<file path="config.mk">
export PLATFORM = sky130hd
export DESIGN_NAME = i2c_bit_level_master_top
export DESIGN_NICKNAME = d
export VERILOG_FILES = /design/src/hw/rtl/i2cm_pkg.sv /design/src/hw/rtl/i2cm_cfg.sv /design/src/hw/rtl/i2cm_seq.sv /design/src/hw/rtl/i2c_bit_level_master_top.sv
export SDC_FILE = /design/constraint.sdc
export NUM_CORES = 1
export LEC_CHECK = 0
export BUFFER_PORTS_ARGS = -buffer_cell sky130_fd_sc_hd__buf_2
export CAP_MARGIN = 30
export CORE_ASPECT_RATIO = 0.8
export CORE_MARGIN = 2
export CORE_UTILIZATION = 52
export DETAILED_ROUTE_END_ITERATION = 6
export PLACE_DENSITY = 0.82
export SYNTH_ARGS = -nofsm -noshare
export SYNTH_HDL_FRONTEND = slang
export SYNTH_SLANG_ARGS = --single-unit
</file>
<file path="constraint.sdc">
create_clock -name clk -period 4.3 [get_ports clk]
set_clock_uncertainty 0.1 [all_clocks]
set_input_delay 0.645 -clock clk [delete_from_list [all_inputs] [get_ports clk]]
set_output_delay 0.645 -clock clk [all_outputs]
set_load 0.01 [all_outputs]
</file>
<file path="src/hw/rtl/i2cm_pkg.sv">
`timescale 1ns / 1ps

package i2cm_pkg;

    localparam int CFG_IDX_W  = 1;
    localparam int CFG_DATA_W = 16;

    localparam logic [CFG_IDX_W-1:0] CFG_TICKS_PER_UNIT = 1'b0;
    localparam logic [CFG_IDX_W-1:0] CFG_ACK_WAIT_LIMIT = 1'b1;

    localparam logic [15:0] TICKS_PER_UNIT_RESET = 16'd1;
    localparam logic [7:0]  ACK_WAIT_LIMIT_RESET = 8'd250;

    localparam logic [2:0] CMD_NONE     = 3'd0;
    localparam logic [2:0] CMD_START    = 3'd1;
    localparam logic [2:0] CMD_STOP     = 3'd2;
    localparam logic [2:0] CMD_WRITE    = 3'd3;
    localparam logic [2:0] CMD_READ     = 3'd4;
    localparam logic [2:0] CMD_WAIT_ACK = 3'd5;

    localparam logic [3:0] BITS_PER_BYTE = 4'd8;

    typedef struct packed {
        logic [2:0] command;
        logic [7:0] write_data;
        logic       send_ack;
        logic       sda_in;
    } in_item_t;

    typedef struct packed {
        logic       scl_level;
        logic       sda_out;
        logic       sda_drive_enable;
        logic       busy_res;
        logic       done_res;
        logic [7:0] read_data;
        logic       ack_missing;
    } out_item_t;

    typedef struct packed {
        logic [15:0] ticks_per_delay_unit;
        logic [7:0]  ack_wait_limit;
    } cfg_t;

endpackage

</file>
<file path="src/hw/rtl/i2cm_cfg.sv">
`timescale 1ns / 1ps

module i2cm_cfg import i2cm_pkg::*;
(
    input  logic                  clk,
    input  logic                  rst_n,
    input  logic                  cfg_write,
    input  logic [CFG_IDX_W-1:0]  cfg_index,
    input  logic [CFG_DATA_W-1:0] cfg_data,
    output cfg_t                  cfg
);

    logic [15:0] ticks_reg;
    logic [15:0] ticks_next;
    logic [7:0]  limit_reg;
    logic [7:0]  limit_next;

    always_comb
    begin
        ticks_next = ticks_reg;
        limit_next = limit_reg;
        if (cfg_write)
        begin
            case (cfg_index)
                CFG_TICKS_PER_UNIT: ticks_next = cfg_data;
                CFG_ACK_WAIT_LIMIT: limit_next = cfg_data[7:0];
                default:
                begin
                    ticks_next = ticks_reg;
                end
            endcase
        end
    end

    always_ff @(posedge clk or negedge rst_n)
    begin
        if (!rst_n)
        begin
            ticks_reg <= TICKS_PER_UNIT_RESET;
            limit_reg <= ACK_WAIT_LIMIT_RESET;
        end
        else
        begin
            ticks_reg <= ticks_next;
            limit_reg <= limit_next;
        end
    end

    assign cfg.ticks_per_delay_unit = ticks_reg;
    assign cfg.ack_wait_limit       = limit_reg;

endmodule

</file>
<file path="src/hw/rtl/i2cm_seq.sv">
`timescale 1ns / 1ps

module i2cm_seq import i2cm_pkg::*;
(
    input  logic      clk,
    input  logic      rst_n,
    input  logic      step,
    input  in_item_t  item,
    input  cfg_t      cfg,
    output out_item_t result
);

    typedef enum logic [14:0] {
        PH_IDLE = 15'b000000000000001,
        PH_S0   = 15'b000000000000010,
        PH_S1   = 15'b000000000000100,
        PH_P0   = 15'b000000000001000,
        PH_P1   = 15'b000000000010000,
        PH_W0   = 15'b000000000100000,
        PH_W1   = 15'b000000001000000,
        PH_W2   = 15'b000000010000000,
        PH_R0   = 15'b000000100000000,
        PH_R1   = 15'b000001000000000,
        PH_A0   = 15'b000010000000000,
        PH_A1   = 15'b000100000000000,
        PH_K0   = 15'b001000000000000,
        PH_K1   = 15'b010000000000000,
        PH_K2   = 15'b100000000000000
    } phase_t;

    phase_t      phase_reg, phase_next, enter_ph;
    logic [3:0]  bc_reg, bc_next, bc_inc;
    logic [7:0]  shift_reg, shift_next;
    logic [15:0] delay_reg, delay_next, unit_ticks;
    logic [1:0]  units_reg, units_next;
    logic [7:0]  wait_reg, wait_next;
    logic        scl_reg, scl_next;
    logic        sda_reg, sda_next;
    logic        sda_en_reg, sda_en_next;
    logic        ack_reg, ack_next;
    logic [7:0]  read_reg, read_next;
    logic        missing_reg, missing_next;
    logic        done;
    logic        do_enter;

    always_comb
    begin
        phase_next   = phase_reg;
        bc_next      = bc_reg;
        shift_next   = shift_reg;
        delay_next   = delay_reg;
        units_next   = units_reg;
        wait_next    = wait_reg;
        scl_next     = scl_reg;
        sda_next     = sda_reg;
        sda_en_next  = sda_en_reg;
        ack_next     = ack_reg;
        read_next    = read_reg;
        missing_next = missing_reg;
        done         = 1'b0;
        do_enter     = 1'b0;
        enter_ph     = PH_IDLE;
        bc_inc       = bc_reg + 4'd1;
        unit_ticks   = (cfg.ticks_per_delay_unit == 16'd0) ? 16'd1 : cfg.ticks_per_delay_unit;

        if (step)
        begin
            case (phase_reg)
                PH_IDLE:
                begin
                    if (item.command inside {[CMD_START:CMD_WAIT_ACK]})
                    begin
                        bc_next  = '0;
                        do_enter = 1'b1;
                        case (item.command)
                            CMD_START: enter_ph = PH_S0;
                            CMD_STOP:  enter_ph = PH_P0;
                            CMD_WRITE:
                            begin
                                shift_next  = item.write_data;
                                sda_en_next = 1'b1;
                                scl_next    = 1'b0;
                                enter_ph    = PH_W0;
                            end
                            CMD_READ:
                            begin
                                ack_next    = item.send_ack;
                                shift_next  = '0;
                                sda_en_next = 1'b0;
                                enter_ph    = PH_R0;
                            end
                            default:
                            begin
                                missing_next = 1'b0;
                                wait_next    = '0;
                                enter_ph     = PH_K0;
                            end
                        endcase
                    end
                end
                PH_K2:
                begin
                    if (!item.sda_in)
                    begin
                        scl_next   = 1'b0;
                        phase_next = PH_IDLE;
                        done       = 1'b1;
                    end
                    else if (wait_reg >= cfg.ack_wait_limit)
                    begin
                        missing_next = 1'b1;
                        do_enter     = 1'b1;
                        enter_ph     = PH_P0;
                    end
                    else
                    begin
                        wait_next = wait_reg + 8'd1;
                    end
                end
                default:
                begin
                    if (delay_reg > 16'd1)
                    begin
                        delay_next = delay_reg - 16'd1;
                    end
                    else if (units_reg > 2'd1)
                    begin
                        units_next = units_reg - 2'd1;
                        delay_next = unit_ticks;
                    end
                    else
                    begin
                        case (phase_reg)
                            PH_S0:
                            begin
                                do_enter = 1'b1;
                                enter_ph = PH_S1;
                            end
                            PH_S1:
                            begin
                                scl_next   = 1'b0;
                                phase_next = PH_IDLE;
                                done       = 1'b1;
                            end
                            PH_P0:
                            begin
                                do_enter = 1'b1;
                                enter_ph = PH_P1;
                            end
                            PH_W0:
                            begin
                                do_enter = 1'b1;
                                enter_ph = PH_W1;
                            end
                            PH_W1:
                            begin
                                do_enter = 1'b1;
                                enter_ph = PH_W2;
                            end
                            PH_W2:
                            begin
                                bc_next = bc_inc;
                                if (bc_inc >= BITS_PER_BYTE)
                                begin
                                    phase_next = PH_IDLE;
                                    done       = 1'b1;
                                end
                                else
                                begin
                                    do_enter = 1'b1;
                                    enter_ph = PH_W0;
                                end
                            end
                            PH_R0:
                            begin
                                do_enter = 1'b1;
                                enter_ph = PH_R1;
                            end
                            PH_R1:
                            begin
                                bc_next  = bc_inc;
                                do_enter = 1'b1;
                                enter_ph = (bc_inc >= BITS_PER_BYTE) ? PH_A0 : PH_R0;
                            end
                            PH_A0:
                            begin
                                do_enter = 1'b1;
                                enter_ph = PH_A1;
                            end
                            PH_A1:
                            begin
                                scl_next   = 1'b0;
                                read_next  = shift_reg;
                                phase_next = PH_IDLE;
                                done       = 1'b1;
                            end
                            PH_K0:
                            begin
                                do_enter = 1'b1;
                                enter_ph = PH_K1;
                            end
                            PH_K1:
                            begin
                                do_enter = 1'b1;
                                enter_ph = PH_K2;
                            end
                            default:
                            begin
                                phase_next = PH_IDLE;
                                done       = 1'b1;
                            end
                        endcase
                    end
                end
            endcase

            if (do_enter)
            begin
                phase_next = enter_ph;
                delay_next = unit_ticks;
                case (enter_ph)
                    PH_S0:
                    begin
                        sda_en_next = 1'b1;
                        sda_next    = 1'b1;
                        scl_next    = 1'b1;
                        units_next  = 2'd2;
                    end
                    PH_S1:
                    begin
                        sda_next   = 1'b0;
                        units_next = 2'd2;
                    end
                    PH_P0:
                    begin
                        sda_en_next = 1'b1;
                        scl_next    = 1'b0;
                        sda_next    = 1'b0;
                        units_next  = 2'd2;
                    end
                    PH_P1:
                    begin
                        scl_next   = 1'b1;
                        sda_next   = 1'b1;
                        units_next = 2'd2;
                    end
                    PH_W0:
                    begin
                        sda_next   = shift_next[7];
                        shift_next = {shift_next[6:0], 1'b0};
                        units_next = 2'd1;
                    end
                    PH_W1:
                    begin
                        scl_next   = 1'b1;
                        units_next = 2'd1;
                    end
                    PH_W2, PH_R0:
                    begin
                        scl_next   = 1'b0;
                        units_next = 2'd1;
                    end
                    PH_R1:
                    begin
                        scl_next   = 1'b1;
                        shift_next = {shift_next[6:0], item.sda_in};
                        units_next = 2'd1;
                    end
                    PH_A0:
                    begin
                        scl_next    = 1'b0;
                        sda_en_next = 1'b1;
                        sda_next    = ~ack_next;
                        units_next  = 2'd2;
                    end
                    PH_A1:
                    begin
                        scl_next   = 1'b1;
                        units_next = 2'd2;
                    end
                    PH_K0:
                    begin
                        sda_en_next = 1'b0;
                        sda_next    = 1'b1;
                        units_next  = 2'd1;
                    end
                    PH_K1:
                    begin
                        scl_next   = 1'b1;
                        units_next = 2'd1;
                    end
                    default:
                    begin
                        units_next = 2'd0;
                    end
                endcase
            end
        end
    end

    always_ff @(posedge clk or negedge rst_n)
    begin
        if (!rst_n)
        begin
            phase_reg   <= PH_IDLE;
            bc_reg      <= '0;
            shift_reg   <= '0;
            delay_reg   <= '0;
            units_reg   <= '0;
            wait_reg    <= '0;
            scl_reg     <= 1'b1;
            sda_reg     <= 1'b1;
            sda_en_reg  <= 1'b1;
            ack_reg     <= 1'b0;
            read_reg    <= '0;
            missing_reg <= 1'b0;
        end
        else
        begin
            phase_reg   <= phase_next;
            bc_reg      <= bc_next;
            shift_reg   <= shift_next;
            delay_reg   <= delay_next;
            units_reg   <= units_next;
            wait_reg    <= wait_next;
            scl_reg     <= scl_next;
            sda_reg     <= sda_next;
            sda_en_reg  <= sda_en_next;
            ack_reg     <= ack_next;
            read_reg    <= read_next;
            missing_reg <= missing_next;
        end
    end

    assign result.scl_level        = scl_next;
    assign result.sda_out          = sda_next;
    assign result.sda_drive_enable = sda_en_next;
    assign result.busy_res         = (phase_next != PH_IDLE);
    assign result.done_res         = done;
    assign result.read_data        = read_next;
    assign result.ack_missing      = missing_next;

`ifndef SYNTHESIS
    a_done_goes_idle: assert property (@(posedge clk) disable iff (!rst_n)
        step && done |=> phase_reg == PH_IDLE)
        else $error("sequence not idle after done");

    a_units_range: assert property (@(posedge clk) disable iff (!rst_n)
        units_reg != 2'd3)
        else $error("unit count out of range");

    a_bit_count_range: assert property (@(posedge clk) disable iff (!rst_n)
        bc_reg <= BITS_PER_BYTE)
        else $error("bit counter past byte length");

    a_poll_released: assert property (@(posedge clk) disable iff (!rst_n)
        phase_reg == PH_K2 |-> !sda_en_reg && scl_reg)
        else $error("ack poll with SDA driven or SCL low");

    a_delay_loaded: assert property (@(posedge clk) disable iff (!rst_n)
        phase_reg != PH_IDLE && phase_reg != PH_K2 |-> delay_reg != 16'd0)
        else $error("timed phase with empty delay counter");
`endif

endmodule

</file>
<file path="src/hw/rtl/i2c_bit_level_master_top.sv">
`timescale 1ns / 1ps

// I2C master line sequencer, one transaction per bus tick.
// Input channel (in_valid/in_stall/in_data): each transaction is one tick with the
// sampled SDA level and, when the sequencer is idle, an optional command (start,
// stop, write byte, read byte with ACK/NACK, wait ACK). Commands given while busy
// are dropped; the busy_res/done_res fields of the results tell when to issue one.
// Output channel (out_valid/out_stall/out_data): exactly one result per input
// transaction with the SCL level, SDA drive value and enable, busy, done pulse,
// last read byte and the ack-missing flag.
// A result is valid once its input transaction has passed the input register and then
// the result register; one transaction is accepted every cycle while the output side
// takes results. The sequencer state advances when a transaction moves from the input
// register into the result register.
// Bus timing counts delay units of ticks_per_delay_unit transactions each (config
// index 0); config index 1 sets the ACK poll limit. Write config only when idle.
// Reset releases the bus high with SDA driven, idles the sequencer and loads the
// register defaults. A stalled output holds its result; the input register then
// fills and in_stall rises, so no transaction is lost.

module i2c_bit_level_master_top import i2cm_pkg::*;
(
    input  logic                  clk,
    input  logic                  rst_n,
    input  logic                  in_valid,
    output logic                  in_stall,
    input  in_item_t              in_data,
    output logic                  out_valid,
    input  logic                  out_stall,
    output out_item_t             out_data,
    input  logic                  cfg_write,
    input  logic [CFG_IDX_W-1:0]  cfg_index,
    input  logic [CFG_DATA_W-1:0] cfg_data
);

    logic      in_valid_reg, in_valid_next;
    in_item_t  in_data_reg;
    logic      out_valid_reg, out_valid_next;
    out_item_t out_data_reg;
    out_item_t result;
    cfg_t      cfg;
    logic      move;
    logic      in_take;

    i2cm_cfg u_cfg
    (
        .clk       (clk),
        .rst_n     (rst_n),
        .cfg_write (cfg_write),
        .cfg_index (cfg_index),
        .cfg_data  (cfg_data),
        .cfg       (cfg)
    );

    i2cm_seq u_seq
    (
        .clk    (clk),
        .rst_n  (rst_n),
        .step   (move),
        .item   (in_data_reg),
        .cfg    (cfg),
        .result (result)
    );

    assign move     = in_valid_reg && (!out_valid_reg || !out_stall);
    assign in_stall = in_valid_reg && !move;
    assign in_take  = in_valid && !in_stall;

    always_comb
    begin
        in_valid_next = in_valid_reg;
        if (in_take)
        begin
            in_valid_next = 1'b1;
        end
        else if (move)
        begin
            in_valid_next = 1'b0;
        end

        out_valid_next = out_valid_reg;
        if (move)
        begin
            out_valid_next = 1'b1;
        end
        else if (!out_stall)
        begin
            out_valid_next = 1'b0;
        end
    end

    always_ff @(posedge clk or negedge rst_n)
    begin
        if (!rst_n)
        begin
            in_valid_reg  <= 1'b0;
            out_valid_reg <= 1'b0;
        end
        else
        begin
            in_valid_reg  <= in_valid_next;
            out_valid_reg <= out_valid_next;
        end
    end

    always_ff @(posedge clk)
    begin
        if (in_take)
        begin
            in_data_reg <= in_data;
        end
        if (move)
        begin
            out_data_reg <= result;
        end
    end

    assign out_valid = out_valid_reg;
    assign out_data  = out_data_reg;

endmodule

</file>
======== After elaboration in Yosys (flattened, before gate mapping) ========
Index checks and enable logic that the tools add are counted.
operators by class
  bitwise operators ....................... 3
  muxes and demuxes ....................... 97
  add/subtract/negate cells ............... 4
  eq/ne operators ......................... 41
  magnitude comparators ................... 6
  reductions and logical operators ........ 33
operators with widths
  operator                number
  $mux W15                11
  $pmux W15 S10           1
  $mux W8                 12
  $pmux W15 S2            3
  $mux W16                5
  $pmux W13 S4            1
  $pmux W8 S2             3
  $mux W1                 38
  $eq A15 B10 Y1 const B  2
  $eq A15 B11 Y1 const B  2
  $eq A15 B12 Y1 const B  2
  $eq A15 B13 Y1 const B  2
  $eq A15 B14 Y1 const B  2
  $eq A15 B2 Y1 const B   2
  $eq A15 B3 Y1 const B   2
  $eq A15 B4 Y1 const B   2
  $eq A15 B6 Y1 const B   2
  $eq A15 B7 Y1 const B   2
  $eq A15 B8 Y1 const B   2
  $eq A15 B9 Y1 const B   2
  $mux W4                 5
  $pmux W1 S2             9
  $gt A16 B1 Y1 const B   1
  $logic_not A16 Y1       1
  other kinds (40)        70
storage, ports and cells
  input port bits ......................... 35
  flip-flop bits (word level) ............. 119
  word-level logic and storage cells ...... 211
  output and inout bits ................... 16

======== Depth between registers and ports, before layout ========
  depth after elaboration ................. 13
  depth in mapped cells ................... 11
  gate-level depth less buffers ........... 9

======== Modules after synthesis ========
A second synthesis with hierarchy kept.
second synthesis, totals
  cell total of the unflattened synthesis .. 646
  area total of the unflattened synthesis .. 6692.7 µm²
modules (own cells, without submodules)
  module                    times used  area each (µm²)  cells an instance  seq. area each (µm²)
  i2cm_seq                  1           4835.9           559                1656.6
  i2cm_cfg                  1           953.4            52                 609.3
  i2c_bit_level_master_top  1           903.4            35                 860.8

======== Worst setup path after synthesis ========
No wires, ideal clock.
  path type ............................... flip-flop to flip-flop
  from .................................... reg u_cfg.limit_reg[4]
  to ...................................... reg u_seq.delay_reg[7]
  period minus slack after synthesis ...... 3001 ps
  stages on the path, launching flop included .. 12
  path buffers ............................ 2
  setup time .............................. 124 ps
  data required time ...................... 4076 ps
  arrival time ............................ 2777 ps
  path slack .............................. 1299 ps
  path through ............................ dfstp_2 -> inv_1 -> ha_1 -> or4_1 -> a21oi_1 -> o31ai_1 -> a211oi_1 -> buf_4 -> buf_2 -> o21ai_0 -> a21oi_1 -> a21oi_2
on the way
  cells in the longest elaborated chain, start to end .. 7
  elaborated cells between the ends (all ways) .. 9
  classes of those cells .................. order compare (1); eq/ne (1); mux (5); reduce/logical (2)
RTL lines
  what                                                                 line             text
  from (decl)                                                          i2cm_cfg.sv:15   logic [7:0] limit_reg;
  from (signal assigned)                                               i2cm_cfg.sv:45   limit_reg <= limit_next;
  $ge A8 B8 Y1 *                                                       i2cm_seq.sv:109  else if (wait_reg >= cfg.ack_wait_limit)
  $mux W1 *                                                            i2cm_seq.sv:109
  $mux W1 *                                                            i2cm_seq.sv:103  if (!item.sda_in)
  $pmux W1 S2 *                                                        i2cm_seq.sv:68   case (phase_reg)
  $mux W1 *                                                            i2cm_seq.sv:66   if (step)
  $ne A2 B1 Y1 (no source line) or $reduce_bool A3 Y1 (tied branches)  n/a
  $reduce_and A3 Y1 (no source line)                                   n/a
  to (signal assigned)                                                 i2cm_seq.sv:323  delay_reg <= delay_next;
  to (decl)                                                            i2cm_seq.sv:34   logic [15:0] delay_reg, delay_next, unit_ticks;
Every way passes the cells marked *; elsewhere a longest branch is shown, timed or not. The select of a mux whose other input is x is not followed.
A chain may end at the register's enable or synchronous reset.

==> Flow_metrics.wiki <==
{| class="wikitable"
! Metric !! Value
|-
| Detailed Place HPWL || 11.18 mm
|-
| Transition time at the pin with the least slew margin || 0.8791 ns
|-
| First-pass GRT wire length || 26.74 mm
|-
| Aggregate negative setup slack || 0 ns
|-
| Result of the run || finished with violations
|-
| Worst-Skew Late Latency || 0.42 ns
|-
| Number of buffers on the longest clock path || 2
|-
| Number of vias per cell || 6.188
|-
| Area growth, synth to finish || 15.30%
|-
| Setup repair after global routing missed its margin || no
|-
| Clock slew at reported path FFs || 0.06 ns
|-
| DRT Pass-1 Iters || 7
|-
| Average cell area after synthesis || 10.18 um^2
|-
| Core area || 0.01221 mm^2
|-
| Final Cycle Share || 80.04%
|-
| Share of post-route cells with drive strength above 1 || 25.32%
|-
| Hold crit path type || in2async
|-
| Max-slew violation total from the final report || 0
|-
| Final number of hold-violating endpoints || 0
|-
| Slew headroom || 41.39%
|-
| Rows || 36
|-
| Most common cell after layout, fill and taps aside || dfrtp_1
|-
| Required @ worst endpoint || 4.49 ns
|-
| Width of the die || 129.3 um
|-
| Via count of the first global-routing pass || 5401
|-
| Die area || 0.01348 mm^2
|-
| Sequential share of the synthesized area || 47.86%
|-
| Number of maximum-capacitance constraint violations || 0
|-
| Kind of end point of the critical path || flop
|-
| Count of cells resized by post-cts repair || 0
|-
| Level count of the clock H-tree || 4
|-
| Highest fanout seen on the critical path || 13
|-
| Launching element type of the critical path || flop
|-
| Maximum number of pins on one net before global-route repair || 68
|-
| Leading cell types in the layout, fill and taps excluded || dfrtp_1 (81), nand2_1 (73), buf_2 (49), o21ai_0 (42), nor2_1 (39)
|-
| Clock period minus final worst setup slack || 3.442 ns
|-
| Class of the most critical setup path || reg2reg
|-
| Initial antenna violation count || 0
|-
| GRT overflow || 0
|-
| Final net count || 742
|-
| Reported leakage power || 3.221 nW
|-
| Placed cells || 846
|-
| Setup violation total in the final timing report || 0
|-
| Hold-fix buffers at CTS || 0
|-
| Mapped Cells || 642
|-
| DRC Markers || 13
|-
| Cell chosen for the clock root || clkbuf_16
|-
| Data arrival time at the worst-slack endpoint || 3.63 ns
|-
| Fill count || 945
|-
| Dominant synthesized flop cell || dfrtp_1
|-
| Final non-filler cell total || 878
|-
| Aggregate routed wire length || 16.14 mm
|-
| Total setup buffers inserted after CTS || 0
|-
| Peak VDD IR || 0.0003223 V
|-
| Number of register bits inferred by synthesis || 119
|-
| Starting density of the core || 53.53%
|-
| Total CTS buffers || 17
|-
| Number of nets in the synthesized netlist || 690
|-
| # clock sinks || 119
|-
| PortBufs || 50
|-
| Vertical extent of the die || 104.3 um
|-
| EDFF count, synth || 27
|-
| Detail Route Antenna Nets || 0
|-
| Routed vias || 5433
|-
| Power consumption || 0.004131 W
|-
| Warnings from Yosys || 0
|-
| Fraction of registers with async set or reset after synthesis || 77.31%
|-
| Iteration-0 DRC Markers || 569
|-
| Post-detailed-route wirelength per cell || 18.38 um
|-
| Violations in the final reports || design-rule violations
|-
| TritonCTS clock tree || yes
|-
| Count of different cell masters after synthesis || 78
|-
| Ratio of total power to cell area || 548.3 mW/mm^2
|-
| Netlist area before placement || 0.006534 mm^2
|-
| Routability congestion estimate from global placement || 1.023
|-
| Timing-limited maximum frequency || 0.2905 GHz
|-
| Gr usage total || 25.34%
|-
| I/O pin count || 51
|-
| Number of antenna repair diodes || 0
|}
[stage by stage]
step | hold slack (ns) | setup slack [ns] | util (%) | area [um^2]
global route | 0.2958 | 0.5882 | 61.72 | 7533
detailed placement | 0.3721 | 0.9381 | 56.83 | 6937
finish | 0.2451 | 0.8581 | 61.72 | 7533
floorplan | 0.2494 | 1.299 | - | 6534
CTS | 0.2808 | 0.9159 | 61.72 | 7533
global placement | 0.3723 | 1.021 | 56.83 | 6937
[report_power, final]
part           switching (W)  internal [W]
combinational       0.000682      0.000429
sequential          0.000223       0.00136
clock               0.000519      0.000921
total                0.00142       0.00271
[final cells by class]
| type | instances | area [um^2] | share of cell area (%) |
|---|---|---|---|
| Multi-Input combinational cell | 473 | 3174 | 42.14 |
| Sequential cell | 119 | 3127 | 41.50 |
| Inverter | 21 | 78.83 | 1.046 |
| Clock inverter | 13 | 153.9 | 2.043 |
| Clock buffer | 19 | 442.9 | 5.879 |
| Tap cell | 171 | 214.0 | 2.840 |
| Timing Repair Buffer | 62 | 342.8 | 4.551 |
[critical path, stage by stage, from the launching register on]
cell and delay, ns:
dfrtp_1 0.49, nor4_2 0.56, nand4_2 0.29, o22a_1 0.33
and2_1 0.35, o41ai_4 0.83, o31a_1 0.26, or4_1 0.10
[routing by layer]
metal	vias to the layer above	global-route usage (%)	share of wire, %
li1	2490	-	-
met1	2638	34.03	43
met2	257	39.17	48
met3	48	5.864	6.6
met4	0	11.26	2.9
met5	-	0	0
[synth_stat cells (3+ instances only)]
cell,instances,share of area [%]
a211oi_1,3,0.34
a21o_1,4,0.46
a21oi_1,25,1.9
a21oi_2,18,2.4
a221o_1,4,0.61
a31o_2,5,0.67
a31oi_1,5,0.48
and2_1,5,0.48
and3_1,3,0.29
and4_1,3,0.40
buf_2,7,0.54
buf_4,3,0.34
buf_6,5,0.86
clkbuf_1,14,0.80
dfrtp_1,81,31
dfstp_2,11,4.4
edfxtp_1,27,12
ha_1,13,2.5
inv_1,21,1.2
mux2_2,33,5.7
nand2_1,73,4.2
nand2b_1,16,1.5
nand3_1,25,1.9
nand3b_1,7,0.80
nand4_1,12,1.1
nand4b_1,3,0.40
nor2_1,39,2.2
nor2b_1,4,0.38
nor3_1,18,1.4
nor3b_1,5,0.57
nor4_1,15,1.4
nor4_2,3,0.57
nor4b_1,3,0.40
o21ai_0,42,3.2
o2bb2ai_1,4,0.54
o31ai_1,7,0.80
or2_2,3,0.29
or3_1,6,0.57
or4_1,6,0.69
xnor2_1,6,0.80
xor2_1,5,0.67
[kinds of logic after synthesis]
logic type	count (synthesis)	synth area share, %
compound gates	151	16.33
flops	119	47.86
buf+inv	50	3.753
xor+xnor	11	1.474
fa+ha+maj	13	2.490
simple gates	263	22.10
mux	35	5.994
[final timing paths]
path,cells past startpoint,start,endpoint,slack (ns)
setup / recovery,7,u_seq.phase_reg[9]$_DFF_PN0_,out_data[10]$_DFFE_PP_,0.86
hold / removal,1,rst_n,u_seq.phase_reg[11]$_DFF_PN0_,0.25
setup reg to reg,7,u_seq.phase_reg[9]$_DFF_PN0_,out_data[10]$_DFFE_PP_,0.86
hold reg to reg,1,u_seq.read_reg[4]$_DFF_PN0_,u_seq.read_reg[4]$_DFF_PN0_,0.40
max in group asynchronous,2,rst_n,u_cfg.ticks_reg[0]$_DFFE_PN1P_,2.94
min in group clk,1,in_data[10],in_data_reg[10]$_DFFE_PP_,0.30
Note: power is estimated with default switching activity, not from simulation.
